File: src/design/swsfr_pkg.sv
// Types and constants of the single-wire sensor frame receiver.
package swsfr_pkg;

  localparam int DELAY_WIDTH       = 24;
  localparam int PULSE_COUNT_WIDTH = 16;
  localparam int FRAME_BITS        = 40;
  localparam int BYTE_WIDTH        = 8;
  localparam int CMP_WIDTH         = 32;
  localparam int CFG_DATA_WIDTH    = 24;
  localparam int CFG_INDEX_WIDTH   = 2;
  localparam int LONG_TICKS_WIDTH  = 24;
  localparam int SHORT_TICKS_WIDTH = 16;
  localparam int WORD_WIDTH        = 16;
  localparam int BIT_COUNT_WIDTH   = 6;

  localparam logic [LONG_TICKS_WIDTH-1:0]  WAKE_TICKS_RESET      = 24'd1000000;
  localparam logic [LONG_TICKS_WIDTH-1:0]  START_LOW_TICKS_RESET = 24'd1000;
  localparam logic [SHORT_TICKS_WIDTH-1:0] RELEASE_TICKS_RESET   = 16'd40;
  localparam logic [SHORT_TICKS_WIDTH-1:0] ONE_THRESHOLD_RESET   = 16'd50;

  typedef logic [DELAY_WIDTH-1:0]       delay_t;
  typedef logic [PULSE_COUNT_WIDTH-1:0] pulse_t;
  typedef logic [CMP_WIDTH-1:0]         cmp_t;
  typedef logic [BIT_COUNT_WIDTH-1:0]   bitcnt_t;
  typedef logic [FRAME_BITS-1:0]        frame_t;
  typedef logic [BYTE_WIDTH-1:0]        byte_t;
  typedef logic [WORD_WIDTH-1:0]        word_t;
  typedef logic [CFG_DATA_WIDTH-1:0]    cfg_data_t;

  typedef enum logic [CFG_INDEX_WIDTH-1:0] {
    CFG_WAKE_TICKS      = 2'd0,
    CFG_START_LOW_TICKS = 2'd1,
    CFG_RELEASE_TICKS   = 2'd2,
    CFG_ONE_THRESHOLD   = 2'd3
  } cfg_index_t;

  typedef enum logic [1:0] {
    ST_OK          = 2'd0,
    ST_CHECKSUM    = 2'd1,
    ST_NO_HUMIDITY = 2'd2
  } status_t;

  typedef enum logic [7:0] {
    PH_IDLE      = 8'b0000_0001,
    PH_WAKE      = 8'b0000_0010,
    PH_START_LOW = 8'b0000_0100,
    PH_RELEASE   = 8'b0000_1000,
    PH_RESP_LOW  = 8'b0001_0000,
    PH_RESP_HIGH = 8'b0010_0000,
    PH_BIT_WAIT  = 8'b0100_0000,
    PH_BIT_HIGH  = 8'b1000_0000
  } phase_t;

  localparam delay_t DELAY_MAX = '1;
  localparam pulse_t PULSE_MAX = '1;

endpackage

File: src/design/swsfr_channels.sv
// Handshake channel interfaces of the single-wire sensor frame receiver.
interface sensor_in_if;
  logic valid;
  logic ready;
  logic func;
  logic line_level;

  modport source (output valid, output func, output line_level, input ready);
  modport sink (input valid, input func, input line_level, output ready);
endinterface

interface sensor_out_if;
  logic                 valid;
  logic                 ready;
  logic                 drive_low;
  logic                 drive_enable;
  logic                 busy_res;
  logic                 done_res;
  logic [1:0]           status;
  swsfr_pkg::word_t     humidity_raw;
  swsfr_pkg::word_t     temperature_raw;

  modport source (output valid, output drive_low, output drive_enable, output busy_res,
                  output done_res, output status, output humidity_raw,
                  output temperature_raw, input ready);
  modport sink (input valid, input drive_low, input drive_enable, input busy_res,
                input done_res, input status, input humidity_raw,
                input temperature_raw, output ready);
endinterface

interface sensor_cfg_if;
  logic                  valid;
  logic                  ready;
  swsfr_pkg::cfg_index_t index;
  swsfr_pkg::cfg_data_t  data;

  modport source (output valid, output index, output data, input ready);
  modport sink (input valid, input index, input data, output ready);
endinterface

File: src/design/single_wire_sensor_frame_receiver.sv
// Top level of the single-wire sensor frame receiver.
// Each item on the samples channel is one tick of the sampling clock and yields exactly one
// result item. The block takes one item per clock cycle while the results channel is not
// stalled; an item passes an input register, one stage of phase logic and a result register,
// and one item can wait in the input register while a result waits to be taken. A read
// starts on an item with func set while idle: the line is driven high for wake_ticks, low
// for start_low_ticks, high for release_ticks (each at least one tick), then released; the
// block waits for the sensor's response low and high and times 40 high pulses, MSB first.
// A pulse longer than one_threshold samples is a one. Status, humidity and temperature
// change when the frame completes. There is no timeout. Configuration writes are taken in
// any cycle and are meant for idle periods only.
module single_wire_sensor_frame_receiver (
  input  logic          clk,
  input  logic          rst,
  sensor_in_if.sink     samples,
  sensor_out_if.source  results,
  sensor_cfg_if.sink    cfg
);

  logic [swsfr_pkg::LONG_TICKS_WIDTH-1:0]  wake_ticks;
  logic [swsfr_pkg::LONG_TICKS_WIDTH-1:0]  start_low_ticks;
  logic [swsfr_pkg::SHORT_TICKS_WIDTH-1:0] release_ticks;
  logic [swsfr_pkg::SHORT_TICKS_WIDTH-1:0] one_threshold;

  logic in_valid;
  logic in_func;
  logic in_line;
  logic advance;

  swsfr_pkg::phase_t   phase, phase_next;
  swsfr_pkg::delay_t   delay_count, delay_next, delay_inc;
  swsfr_pkg::pulse_t   pulse_count, pulse_next, pulse_inc;
  swsfr_pkg::bitcnt_t  bit_count, bit_count_next, bit_count_inc;
  swsfr_pkg::frame_t   received_bits, received_bits_next, rx_shift;
  swsfr_pkg::status_t  last_status, last_status_next;
  swsfr_pkg::word_t    last_humidity, last_humidity_next;
  swsfr_pkg::word_t    last_temperature, last_temperature_next;
  logic                done_next;

  swsfr_pkg::cmp_t     timed_len;
  logic                timed_end;
  logic                bit_one;
  swsfr_pkg::byte_t    sum_byte;
  swsfr_pkg::status_t  frame_status;

  logic                out_valid;
  logic                out_drive_low;
  logic                out_drive_enable;
  logic                out_busy;
  logic                out_done;

  assign cfg.ready = 1'b1;

  always_ff @(posedge clk) begin
    if (rst) begin
      wake_ticks      <= swsfr_pkg::WAKE_TICKS_RESET;
      start_low_ticks <= swsfr_pkg::START_LOW_TICKS_RESET;
      release_ticks   <= swsfr_pkg::RELEASE_TICKS_RESET;
      one_threshold   <= swsfr_pkg::ONE_THRESHOLD_RESET;
    end else if (cfg.valid) begin
      case (cfg.index)
        swsfr_pkg::CFG_WAKE_TICKS: begin
          wake_ticks <= cfg.data[swsfr_pkg::LONG_TICKS_WIDTH-1:0];
        end
        swsfr_pkg::CFG_START_LOW_TICKS: begin
          start_low_ticks <= cfg.data[swsfr_pkg::LONG_TICKS_WIDTH-1:0];
        end
        swsfr_pkg::CFG_RELEASE_TICKS: begin
          release_ticks <= cfg.data[swsfr_pkg::SHORT_TICKS_WIDTH-1:0];
        end
        swsfr_pkg::CFG_ONE_THRESHOLD: begin
          one_threshold <= cfg.data[swsfr_pkg::SHORT_TICKS_WIDTH-1:0];
        end
        default: begin
        end
      endcase
    end
  end

  // The input register moves on whenever the result register is free or being emptied.
  assign advance       = in_valid && (!out_valid || results.ready);
  assign samples.ready = !in_valid || advance;

  always_ff @(posedge clk) begin
    if (rst) begin
      in_valid <= 1'b0;
    end else if (samples.ready) begin
      in_valid <= samples.valid;
    end
  end

  always_ff @(posedge clk) begin
    if (samples.valid && samples.ready) begin
      in_func <= samples.func;
      in_line <= samples.line_level;
    end
  end

  always_comb begin
    delay_inc = (delay_count == swsfr_pkg::DELAY_MAX) ? delay_count : delay_count + 1'b1;
    pulse_inc = (pulse_count == swsfr_pkg::PULSE_MAX) ? pulse_count : pulse_count + 1'b1;
    bit_count_inc = bit_count + 1'b1;
    case (phase)
      swsfr_pkg::PH_WAKE:      timed_len = swsfr_pkg::cmp_t'(wake_ticks);
      swsfr_pkg::PH_START_LOW: timed_len = swsfr_pkg::cmp_t'(start_low_ticks);
      default:                 timed_len = swsfr_pkg::cmp_t'(release_ticks);
    endcase
    timed_end = (swsfr_pkg::cmp_t'(delay_inc) >= timed_len)
                || (delay_inc == swsfr_pkg::DELAY_MAX);
    bit_one  = swsfr_pkg::cmp_t'(pulse_count) > swsfr_pkg::cmp_t'(one_threshold);
    rx_shift = {received_bits[swsfr_pkg::FRAME_BITS-2:0], bit_one};
    sum_byte = rx_shift[39:32] + rx_shift[31:24] + rx_shift[23:16] + rx_shift[15:8];
    if (sum_byte != rx_shift[7:0]) begin
      frame_status = swsfr_pkg::ST_CHECKSUM;
    end else if (rx_shift[39:32] != '0) begin
      frame_status = swsfr_pkg::ST_OK;
    end else begin
      frame_status = swsfr_pkg::ST_NO_HUMIDITY;
    end
  end

  always_comb begin
    phase_next            = phase;
    delay_next            = delay_count;
    pulse_next            = pulse_count;
    bit_count_next        = bit_count;
    received_bits_next    = received_bits;
    last_status_next      = last_status;
    last_humidity_next    = last_humidity;
    last_temperature_next = last_temperature;
    done_next             = 1'b0;
    case (phase)
      swsfr_pkg::PH_IDLE: begin
        if (in_func) begin
          phase_next         = swsfr_pkg::PH_WAKE;
          delay_next         = '0;
          pulse_next         = '0;
          bit_count_next     = '0;
          received_bits_next = '0;
        end
      end
      swsfr_pkg::PH_WAKE, swsfr_pkg::PH_START_LOW, swsfr_pkg::PH_RELEASE: begin
        delay_next = timed_end ? '0 : delay_inc;
        if (timed_end) begin
          case (phase)
            swsfr_pkg::PH_WAKE:      phase_next = swsfr_pkg::PH_START_LOW;
            swsfr_pkg::PH_START_LOW: phase_next = swsfr_pkg::PH_RELEASE;
            default:                 phase_next = swsfr_pkg::PH_RESP_LOW;
          endcase
        end
      end
      swsfr_pkg::PH_RESP_LOW: begin
        if (in_line) begin
          phase_next = swsfr_pkg::PH_RESP_HIGH;
        end
      end
      swsfr_pkg::PH_RESP_HIGH: begin
        if (!in_line) begin
          phase_next = swsfr_pkg::PH_BIT_WAIT;
        end
      end
      swsfr_pkg::PH_BIT_WAIT: begin
        if (in_line) begin
          pulse_next = swsfr_pkg::pulse_t'(1);
          phase_next = swsfr_pkg::PH_BIT_HIGH;
        end
      end
      swsfr_pkg::PH_BIT_HIGH: begin
        if (in_line) begin
          pulse_next = pulse_inc;
        end else begin
          received_bits_next = rx_shift;
          pulse_next         = '0;
          bit_count_next     = bit_count_inc;
          if (bit_count_inc >= swsfr_pkg::bitcnt_t'(swsfr_pkg::FRAME_BITS)) begin
            last_status_next      = frame_status;
            last_humidity_next    = rx_shift[39:24];
            last_temperature_next = rx_shift[23:8];
            done_next             = 1'b1;
            phase_next            = swsfr_pkg::PH_IDLE;
          end else begin
            phase_next = swsfr_pkg::PH_BIT_WAIT;
          end
        end
      end
      default: begin
        phase_next = swsfr_pkg::PH_IDLE;
      end
    endcase
  end

  always_ff @(posedge clk) begin
    if (rst) begin
      phase            <= swsfr_pkg::PH_IDLE;
      delay_count      <= '0;
      pulse_count      <= '0;
      bit_count        <= '0;
      received_bits    <= '0;
      last_status      <= swsfr_pkg::ST_OK;
      last_humidity    <= '0;
      last_temperature <= '0;
    end else if (advance) begin
      phase            <= phase_next;
      delay_count      <= delay_next;
      pulse_count      <= pulse_next;
      bit_count        <= bit_count_next;
      received_bits    <= received_bits_next;
      last_status      <= last_status_next;
      last_humidity    <= last_humidity_next;
      last_temperature <= last_temperature_next;
    end
  end

  always_ff @(posedge clk) begin
    if (rst) begin
      out_valid <= 1'b0;
    end else if (advance) begin
      out_valid <= 1'b1;
    end else if (results.ready) begin
      out_valid <= 1'b0;
    end
  end

  always_ff @(posedge clk) begin
    if (advance) begin
      out_drive_low    <= (phase_next == swsfr_pkg::PH_START_LOW);
      out_drive_enable <= (phase_next == swsfr_pkg::PH_WAKE)
                          || (phase_next == swsfr_pkg::PH_START_LOW)
                          || (phase_next == swsfr_pkg::PH_RELEASE);
      out_busy         <= (phase_next != swsfr_pkg::PH_IDLE);
      out_done         <= done_next;
    end
  end

  assign results.valid           = out_valid;
  assign results.drive_low       = out_drive_low;
  assign results.drive_enable    = out_drive_enable;
  assign results.busy_res        = out_busy;
  assign results.done_res        = out_done;
  assign results.status          = last_status;
  assign results.humidity_raw    = last_humidity;
  assign results.temperature_raw = last_temperature;

endmodule

File: src/flat_wrapper.sv
// flat-port wrapper written by rule: the top's interface ports become plain ports
module single_wire_sensor_frame_receiver_flat 
  (clk, rst, samples_valid, samples_func, samples_line_level, samples_ready, results_valid, results_drive_low, results_drive_enable, results_busy_res, results_done_res, results_status, results_humidity_raw, results_temperature_raw, results_ready, cfg_valid, cfg_index, cfg_data, cfg_ready);
  sensor_in_if samples_i ();
  sensor_out_if results_i ();
  sensor_cfg_if cfg_i ();
  input  logic clk;
  input  logic rst;
  input wire logic [$bits(samples_i.valid)-1:0] samples_valid;
  input wire logic [$bits(samples_i.func)-1:0] samples_func;
  input wire logic [$bits(samples_i.line_level)-1:0] samples_line_level;
  output wire logic [$bits(samples_i.ready)-1:0] samples_ready;
  output wire logic [$bits(results_i.valid)-1:0] results_valid;
  output wire logic [$bits(results_i.drive_low)-1:0] results_drive_low;
  output wire logic [$bits(results_i.drive_enable)-1:0] results_drive_enable;
  output wire logic [$bits(results_i.busy_res)-1:0] results_busy_res;
  output wire logic [$bits(results_i.done_res)-1:0] results_done_res;
  output wire logic [$bits(results_i.status)-1:0] results_status;
  output wire logic [$bits(results_i.humidity_raw)-1:0] results_humidity_raw;
  output wire logic [$bits(results_i.temperature_raw)-1:0] results_temperature_raw;
  input wire logic [$bits(results_i.ready)-1:0] results_ready;
  input wire logic [$bits(cfg_i.valid)-1:0] cfg_valid;
  input wire logic [$bits(cfg_i.index)-1:0] cfg_index;
  input wire logic [$bits(cfg_i.data)-1:0] cfg_data;
  output wire logic [$bits(cfg_i.ready)-1:0] cfg_ready;
  assign samples_i.valid = samples_valid;
  assign samples_i.func = samples_func;
  assign samples_i.line_level = samples_line_level;
  assign samples_ready = samples_i.ready;
  assign results_valid = results_i.valid;
  assign results_drive_low = results_i.drive_low;
  assign results_drive_enable = results_i.drive_enable;
  assign results_busy_res = results_i.busy_res;
  assign results_done_res = results_i.done_res;
  assign results_status = results_i.status;
  assign results_humidity_raw = results_i.humidity_raw;
  assign results_temperature_raw = results_i.temperature_raw;
  assign results_i.ready = results_ready;
  assign cfg_i.valid = cfg_valid;
  assign cfg_i.index = cfg_index;
  assign cfg_i.data = cfg_data;
  assign cfg_ready = cfg_i.ready;
  single_wire_sensor_frame_receiver u_core (.clk(clk), .rst(rst), .samples(samples_i), .results(results_i), .cfg(cfg_i));
endmodule
File: config.mk
export PLATFORM = sky130hd
export DESIGN_NAME = single_wire_sensor_frame_receiver_flat
export DESIGN_NICKNAME = d
export VERILOG_FILES = /design/src/design/swsfr_pkg.sv /design/src/design/swsfr_channels.sv /design/src/design/single_wire_sensor_frame_receiver.sv /design/src/flat_wrapper.sv
export SDC_FILE = /design/constraint.sdc
export NUM_CORES = 1
export LEC_CHECK = 0
export ABC_AREA = 1
export BUFFER_PORTS_ARGS = -buffer_cell sky130_fd_sc_hd__buf_2
export CAP_MARGIN = 20
export CELL_PAD_IN_SITES_DETAIL_PLACEMENT = 0
export CELL_PAD_IN_SITES_GLOBAL_PLACEMENT = 1
export CORE_AREA = 2 2 160 162
export DETAILED_ROUTE_END_ITERATION = 12
export DIE_AREA = 0 0 162 164
export GPL_TIMING_DRIVEN = 0
export PLACE_DENSITY = 0.78
export SYNTH_ARGS = -nofsm -noshare
export SYNTH_HDL_FRONTEND = slang
export SYNTH_SLANG_ARGS = --single-unit
File: constraint.sdc
create_clock -name clk -period 3.4 [get_ports clk]
set_input_delay 0.17 -clock clk [delete_from_list [all_inputs] [get_ports clk]]
set_output_delay 0.17 -clock clk [all_outputs]
set_load 0.05 [all_outputs]
==> impl_metrics.json, run 1 <==
{
  "status": "complete, no violations",
  "drc": 0,
  "multiInputGateArea_sq_um": 6027,
  "cp_num_buf_inv": 7,
  "num_vias": 10238,
  "fmax_mhz": 307.3,
  "crit_family": "simple AND/OR/NAND/NOR gates",
  "path_cells": "inv_1 -> nand2_4 -> nor2_4 -> nand2_2 -> clkinv_4 -> nor2_4 -> buf_6 -> a21oi_1 -> ha_1 -> nand2_1 -> nor2_2 -> nand4_1 -> buf_4 -> nor4_4 -> nor2_4 -> nand3_4 -> inv_8 -> buf_8 -> o21ai_2 -> inv_1",
  "synth.distinct_cells": 51,
  "min-delay-start": "cfg_index[0]",
  "drv_cap": 0,
  "p_per_area_nw_per_um2": 458.4,
  "drt_iter0_drc": 834,
  "viasPerCell": 5.231,
  "initial_core_util_pct": 44.29,
  "place_ws_ns": -0.9259,
  "cts_tree": "yes",
  "num-fill-cells": 2511,
  "worst_slack_ns": 0.1460,
  "post-route-util_pct": 52.98,
  "cts.sinks": 215,
  "synth_area_per_cell_sq_um": 7.438,
  "dp.cells": 1879,
  "final-seq-area_sq_um": 4390,
  "peakVddDrop_v": 0.0003233,
  "cts_buffers": 25,
  "gp_congestion": 0.8534,
  "wl_mm": 32.56,
  "clk_pin_slew_ns": 0.06,
  "synth_edf_count": 6,
  "worstMarginPinSlew_ns": 0.7974,
  "synthArstFlopShare_pct": 0,
  "die_area_sq_um": 26570,
  "ys_seq_area_share_pct": 39.70,
  "syn_inst": 1478,
  "fin_cells": 1957,
  "clock-root-buffer": "clkbuf_16",
  "slew_viol_final": 0,
  "io_buffers": 71,
  "layout_commonest_cell": "nor2_1",
  "first_global_vias": 9677,
  "ys_ff_latch": 215,
  "holdPathStages": 4,
  "pin_count": 74,
  "period_share_pct": 95.71,
  "drive_gt1_share_pct": 14.08,
  "finalCriticalPeriod_ns": 3.254,
  "critical_path_class": "reg -> reg",
  "r2r-end": "u_core.results.drive_low",
  "grt_max_degree": 14,
  "ant_nets": 0,
  "dp_hpwl_mm": 24.48,
  "finalHoldViolations": 0,
  "clock_skew_ns": 0.007855,
  "post_drt_wl_per_cell_um": 16.64,
  "crit_top_cell": "nor2_4",
  "yosysWarningCount": 0,
  "layout_common_cells": "nor2_1 (242), nand2_1 (231), dfxtp_1 (192), o21ai_0 (149), inv_1 (110)",
  "syn-cell-area_sq_um": 10990,
  "r2r_start": "u_core.phase[7]",
  "rows": 58,
  "relSlewSlack_pct": 46.84,
  "hp-class": "in -> reg",
  "reg2reg_slack_ns": 0.15,
  "syn-num-nets": 1576,
  "critPathRequiredTime_ns": 3.68,
  "grt_pass1_wl_mm": 51.63,
  "core_area_sq_um": 24820,
  "dr.pass1.iters": 7,
  "cp.arrival_ns": 3.53,
  "grt_overflow_total": 0,
  "cp_slowest_cell": "dfxtp_2",
  "die_y_um": 164,
  "timing.reg2reg.worst_path_depth": 20,
  "critPathMaxStageDelay_ns": 0.37,
  "total_leakage_power_nw": 5.527,
  "setup_viol": 0,
  "clock_latency_ns": 0.52,
  "critPathCaptureType": "flip-flop",
  "antenna_found_initial": 2,
  "clockBufferDepth": 3,
  "hold_end": "u_core.release_ticks[4]",
  "cts_htree_levels": 1,
  "area_delta_synth_final_pct": 19.62,
  "rsz0062_at_grt": "true",
  "fp.dieW_um": 162,
  "cp_max_fo": 10,
  "nNetsFinal": 1707,
  "fin_total_pwr_mw": 6.028,
  "grtUsageTotal_pct": 24.43,
  "start_kind": "flip-flop",
  "synth_flop_cell": "dfxtp_1"
}
-- state kept, by name (all words and copies together) (netlist names), 2 cells and up --
signal and count:
u_core.delay_count 24, u_core.wake_ticks 24, u_core.bit_count 6, u_core.results.status 2, u_core.start_low_ticks 24, u_core.one_threshold 16
u_core.release_ticks 16, u_core.received_bits 39, u_core.results.temperature_raw 16, u_core.results.humidity_raw 16, u_core.phase 8, u_core.pulse_count 16
-- routing by layer --
metal / wire length, um / share of wire [%] / vias up / global-route usage [%]
met5: 13 / 0.040 / - / 0
met4: 922 / 2.8 / 2 / 6.718
met3: 1383 / 4.2 / 61 / 3.232
met2: 15230 / 47 / 205 / 41.66
met1: 15010 / 46 / 4764 / 32.59
li1: - / - / 5206 / -
-- worst reg2reg max path: cells and delay by family, from the launching register on --
family / cells / cell delay, ns
simple gates: 10 / 1.29
compound gates: 2 / 0.25
fa+ha+maj: 1 / 0.30
flops: 1 / 0.37
buf+inv: 7 / 0.81
-- synth_stat cells, types with 16 or more instances --
cell type  count  area [sq um]
nor3_1        19         95.09
o21ai_0      154         770.7
ha_1          51         638.1
a22oi_1       37         277.8
inv_1        112         420.4
dfxtp_1      209          4184
clkbuf_1      48         180.2
a21oi_1      115         575.6
nand4_1       16         100.1
a22o_1        23         201.4
nand3_1       63         315.3
nand2_1      237         889.6
nor2_1       251         942.2
-- area by class of cell --
cell class	instances	area share, %
Clock buffer	36	5.680
Multi-Input combinational cell	1078	45.83
Inverter	121	3.587
Antenna cell	1	0.01903
Timing Repair Buffer	104	5.167
Tap cell	330	3.140
Clock inverter	8	0.5423
Sequential cell	215	33.39
Buffer	64	2.645
-- cells by family (layout without fill, tap and decap cells) --
kind of cell,after synthesis,count (layout),share of synthesized area [%]
and+or+nand+nor,633,633,24.69
AOI/OAI and AO/OA,354,354,18.36
DFF,215,215,39.70
buffers and inverters,185,333,6.874
adders and majority gates,65,65,8.354
xor gates and xnor gates,25,25,1.992
other,1,2,0.03411
-- how the worst max path moves through the flow --
stage | slack [ns] | cells after the start | end | from
after floorplan | 0.22 | 19 | u_core.results.drive_enable | u_core.phase[7]
after global placement | -0.90 | 19 | u_core.results.drive_enable | u_core.phase[4]
after detailed placement | -0.93 | 19 | u_core.results.drive_enable | u_core.phase[7]
after CTS | 0.007 | 19 | u_core.results.drive_enable | u_core.phase[6]
after global routing | -0.06 | 16 | u_core.results.status[0] | u_core.received_bits[16]
final | 0.15 | 20 | u_core.results.drive_low | u_core.phase[7]
-- where the power goes --
group | internal, mW | switching (mW)
Sequential | 2.62 | 0.0635
Clock | 1.59 | 1.07
Combinational | 0.239 | 0.445
Total | 4.45 | 1.58
-- metrics by stage --
| step | hold WS (ns) | TNS (ns) | cell area [sq um] |
|---|---|---|---|
| floorplan | 0.2689 | 0 | 10990 |
| global placement | 0.3524 | -20.78 | 11760 |
| detailed placement | 0.3547 | -21.62 | 11760 |
| CTS | 0.1248 | 0 | 12980 |
| global route | 0.1675 | -0.2370 | 13150 |
| finish | 0.1401 | 0 | 13150 |
-- repair_timing --
action                                  in CTS  in global routing
pin swaps                                    2                 12
hold endpoints to repair                    58                  0
endpoints found under the setup margin      31                 32
resized for setup                           33                 56
buffers inserted                             1                  3
hold buffers                                29                  0
Note: power is estimated with default switching activity, not from simulation.
==> run 2, diff against run 1 <==
--- a/config.mk
+++ b/config.mk
@@ -12,7 +12,9 @@
 export CELL_PAD_IN_SITES_GLOBAL_PLACEMENT = 1
 export CORE_AREA = 2 2 160 162
+export CTS_CLUSTER_SIZE = 12
 export DETAILED_ROUTE_END_ITERATION = 12
 export DIE_AREA = 0 0 162 164
 export GPL_TIMING_DRIVEN = 0
+export HOLD_SLACK_MARGIN = 0.15
 export PLACE_DENSITY = 0.78
 export SYNTH_ARGS = -nofsm -noshare
==> constraint.sdc (replaced) <==
create_clock -name clk -period 3.4 [get_ports clk]
set_input_delay 0.17 -clock clk [delete_from_list [all_inputs] [get_ports clk]]
set_output_delay 0.17 -clock clk [all_outputs]
set_load 0.1 [all_outputs]
==> run 2 against run 1 <==
Sequential share of layout area shrank 0.14 points. Core utilization up 0.34 points. Non-clock buffer count is 8 higher. Clock power is 2% higher. Combinational power rose by 3%. Hold slack improved by 0.032 ns. Die area unchanged.
==> impl_metrics.json, run 2 (synthesis results as in run 1) <==
{
  "largest_reg_flops": 39,
  "clockBufferDepth": 3,
  "finalCriticalPeriod_ns": 3.238,
  "relSlewSlack_pct": 46.31,
  "total_leakage_power_nw": 5.590,
  "wl_mm": 32.71,
  "r2r_start": "u_core.phase[7]",
  "slew_viol_final": 0,
  "grtUsageTotal_pct": 24.43,
  "path_cells": "inv_1 -> nand2_4 -> nor2_4 -> nand2_2 -> clkinv_4 -> nor2_4 -> buf_6 -> a21oi_1 -> ha_1 -> nand2_1 -> nor2_2 -> nand4_1 -> buf_4 -> nor4_4 -> nor2_4 -> nand3_4 -> inv_8 -> buf_8 -> o21ai_2 -> inv_1",
  "critPathMaxStageDelay_ns": 0.37,
  "rsz0062_at_grt": "true",
  "cts.sinks": 215,
  "grt_overflow_total": 0,
  "cts_buffers": 25,
  "drc": 0,
  "clock-root-buffer": "clkbuf_16",
  "status": "complete, no violations",
  "reg2reg_slack_ns": 0.16,
  "hp-class": "in -> reg",
  "cp_slowest_cell": "dfxtp_2",
  "min-delay-start": "cfg_valid",
  "core_area_sq_um": 24820,
  "pin_count": 74,
  "p_per_area_nw_per_um2": 460.4,
  "post_drt_wl_per_cell_um": 16.65,
  "clock_skew_ns": 0.01044,
  "rows": 58,
  "drv_cap": 0,
  "dp.cells": 1879,
  "period_share_pct": 95.24,
  "drt_iter0_drc": 728,
  "cp.arrival_ns": 3.52,
  "fp.dieW_um": 162,
  "grt_max_degree": 14,
  "worstMarginPinSlew_ns": 0.8053,
  "critPathCaptureType": "flip-flop",
  "die_y_um": 164,
  "nNetsFinal": 1715,
  "fin_cells": 1965,
  "setup_viol": 0,
  "layout_common_cells": "nor2_1 (243), nand2_1 (232), dfxtp_1 (188), o21ai_0 (148)",
  "antenna_found_initial": 2,
  "crit_top_cell": "nor2_4",
  "num_vias": 10307,
  "dr.pass1.iters": 5,
  "first_global_vias": 9702,
  "cts_tree": "yes",
  "gp_congestion": 0.8534,
  "cp_max_fo": 10,
  "crit_family": "simple AND/OR/NAND/NOR gates",
  "viasPerCell": 5.245,
  "drive_gt1_share_pct": 14.32,
  "grt_pass1_wl_mm": 51.65,
  "timing.reg2reg.worst_path_depth": 20,
  "hold_end": "u_core.start_low_ticks[2]",
  "peakVddDrop_v": 0.0004323,
  "io_buffers": 71,
  "layout_commonest_cell": "nor2_1",
  "initial_core_util_pct": 44.29,
  "fin_tns_setup_ns": 0,
  "critPathRequiredTime_ns": 3.68,
  "area_delta_synth_final_pct": 20.40,
  "finalHoldViolations": 0,
  "critical_path_class": "reg -> reg",
  "ant_nets": 0,
  "holdPathStages": 4,
  "cp_num_buf_inv": 7,
  "cts_htree_levels": 1,
  "start_kind": "flip-flop",
  "die_area_sq_um": 26570,
  "r2r-end": "u_core.results.drive_low",
  "regMostFlops": "u_core.received_bits",
  "fmax_mhz": 308.8,
  "dp_hpwl_mm": 24.48,
  "clock_latency_ns": 0.52,
  "clk_pin_slew_ns": 0.06
}
==> run 2: cell types whose count changed in the layout (fill, tap and decap cells not counted), sizes merged <==
cell | previous run | this run
clkinvlp | 1 | 0
clkinv | 10 | 11
clkbuf | 82 | 81
buf | 93 | 97
bufinv | 1 | 2
dlygate4sd3 | 29 | 33
==> run 2: timing repair <==
item,in CTS,in global routing
endpoints found under the setup margin,31,32
buffers inserted,1,7
hold endpoints to repair,86,0
pin swaps,2,15
gates resized for setup,33,60
hold buffers,33,0
==> run 2: power by group <==
group | internal [mW] | leakage, nW | switching, mW | total (mW)
Clock | 1.64 | 0.418 | 1.06 | 2.71
Sequential | 2.62 | 1.77 | 0.0642 | 2.68
Combinational | 0.240 | 3.41 | 0.463 | 0.704
==> run 2: final cells by class <==
type,count,area [sq um]
clock inverter,9,98.84
antenna,1,2.502
timing repair buffer,112,749.5
fill,2512,11580
sequential,215,4400
buffer,64,344.1
clock buffer,35,733.2
inverter,121,471.7
tap,330,412.9
multi-input combinational,1078,6022
==> run 2: how the worst max path moves through the flow <==
stage	startpoint	end	slack, ns	cells past startpoint
after floorplan	u_core.phase[7]	u_core.results.drive_enable	0.22	19
after global placement	u_core.phase[4]	u_core.results.drive_enable	-0.90	19
after detailed placement	u_core.phase[7]	u_core.results.drive_enable	-0.93	19
after CTS	u_core.phase[6]	u_core.results.drive_enable	0.007	19
after global routing	u_core.received_bits[16]	u_core.results.status[0]	-0.07	16
final	u_core.phase[7]	u_core.results.drive_low	0.16	20
==> run 2: through the flow <==
step	hold WS (ns)	power, mW	setup WS, ns	util (%)	area, sq um
floorplan	0.2689	3.146	0.2168	-	10990
global placement	0.3524	3.335	-0.9009	47.39	11760
detailed placement	0.3547	3.344	-0.9259	47.39	11760
CTS	0.1567	6.104	0.007384	52.51	13030
global route	0.2038	6.347	-0.06579	53.32	13230
finish	0.1724	6.094	0.1618	53.33	13240
==> run 2: metal layers <==
metal	track usage [%]	vias up	part of all wire (%)
li1	-	5223	-
met5	0	-	0.040
met2	41.68	228	47
met4	6.677	2	2.7
met1	32.52	4794	46
met3	3.384	60	4.6
==> run 2: worst reg2reg max path: stages, from the launching register on <==
cell and delay, ns:
dfxtp_2 0.37, inv_1 0.09, nand2_4 0.11, nor2_4 0.06, nand2_2 0.10, clkinv_4 0.12, nor2_4 0.21, buf_6 0.18
a21oi_1 0.11, ha_1 0.30, nand2_1 0.07, nor2_2 0.16, nand4_1 0.14, buf_4 0.17, nor4_4 0.18, nor2_4 0.12
nand3_4 0.13, inv_8 0.06, buf_8 0.14, o21ai_2 0.14, inv_1 0.05
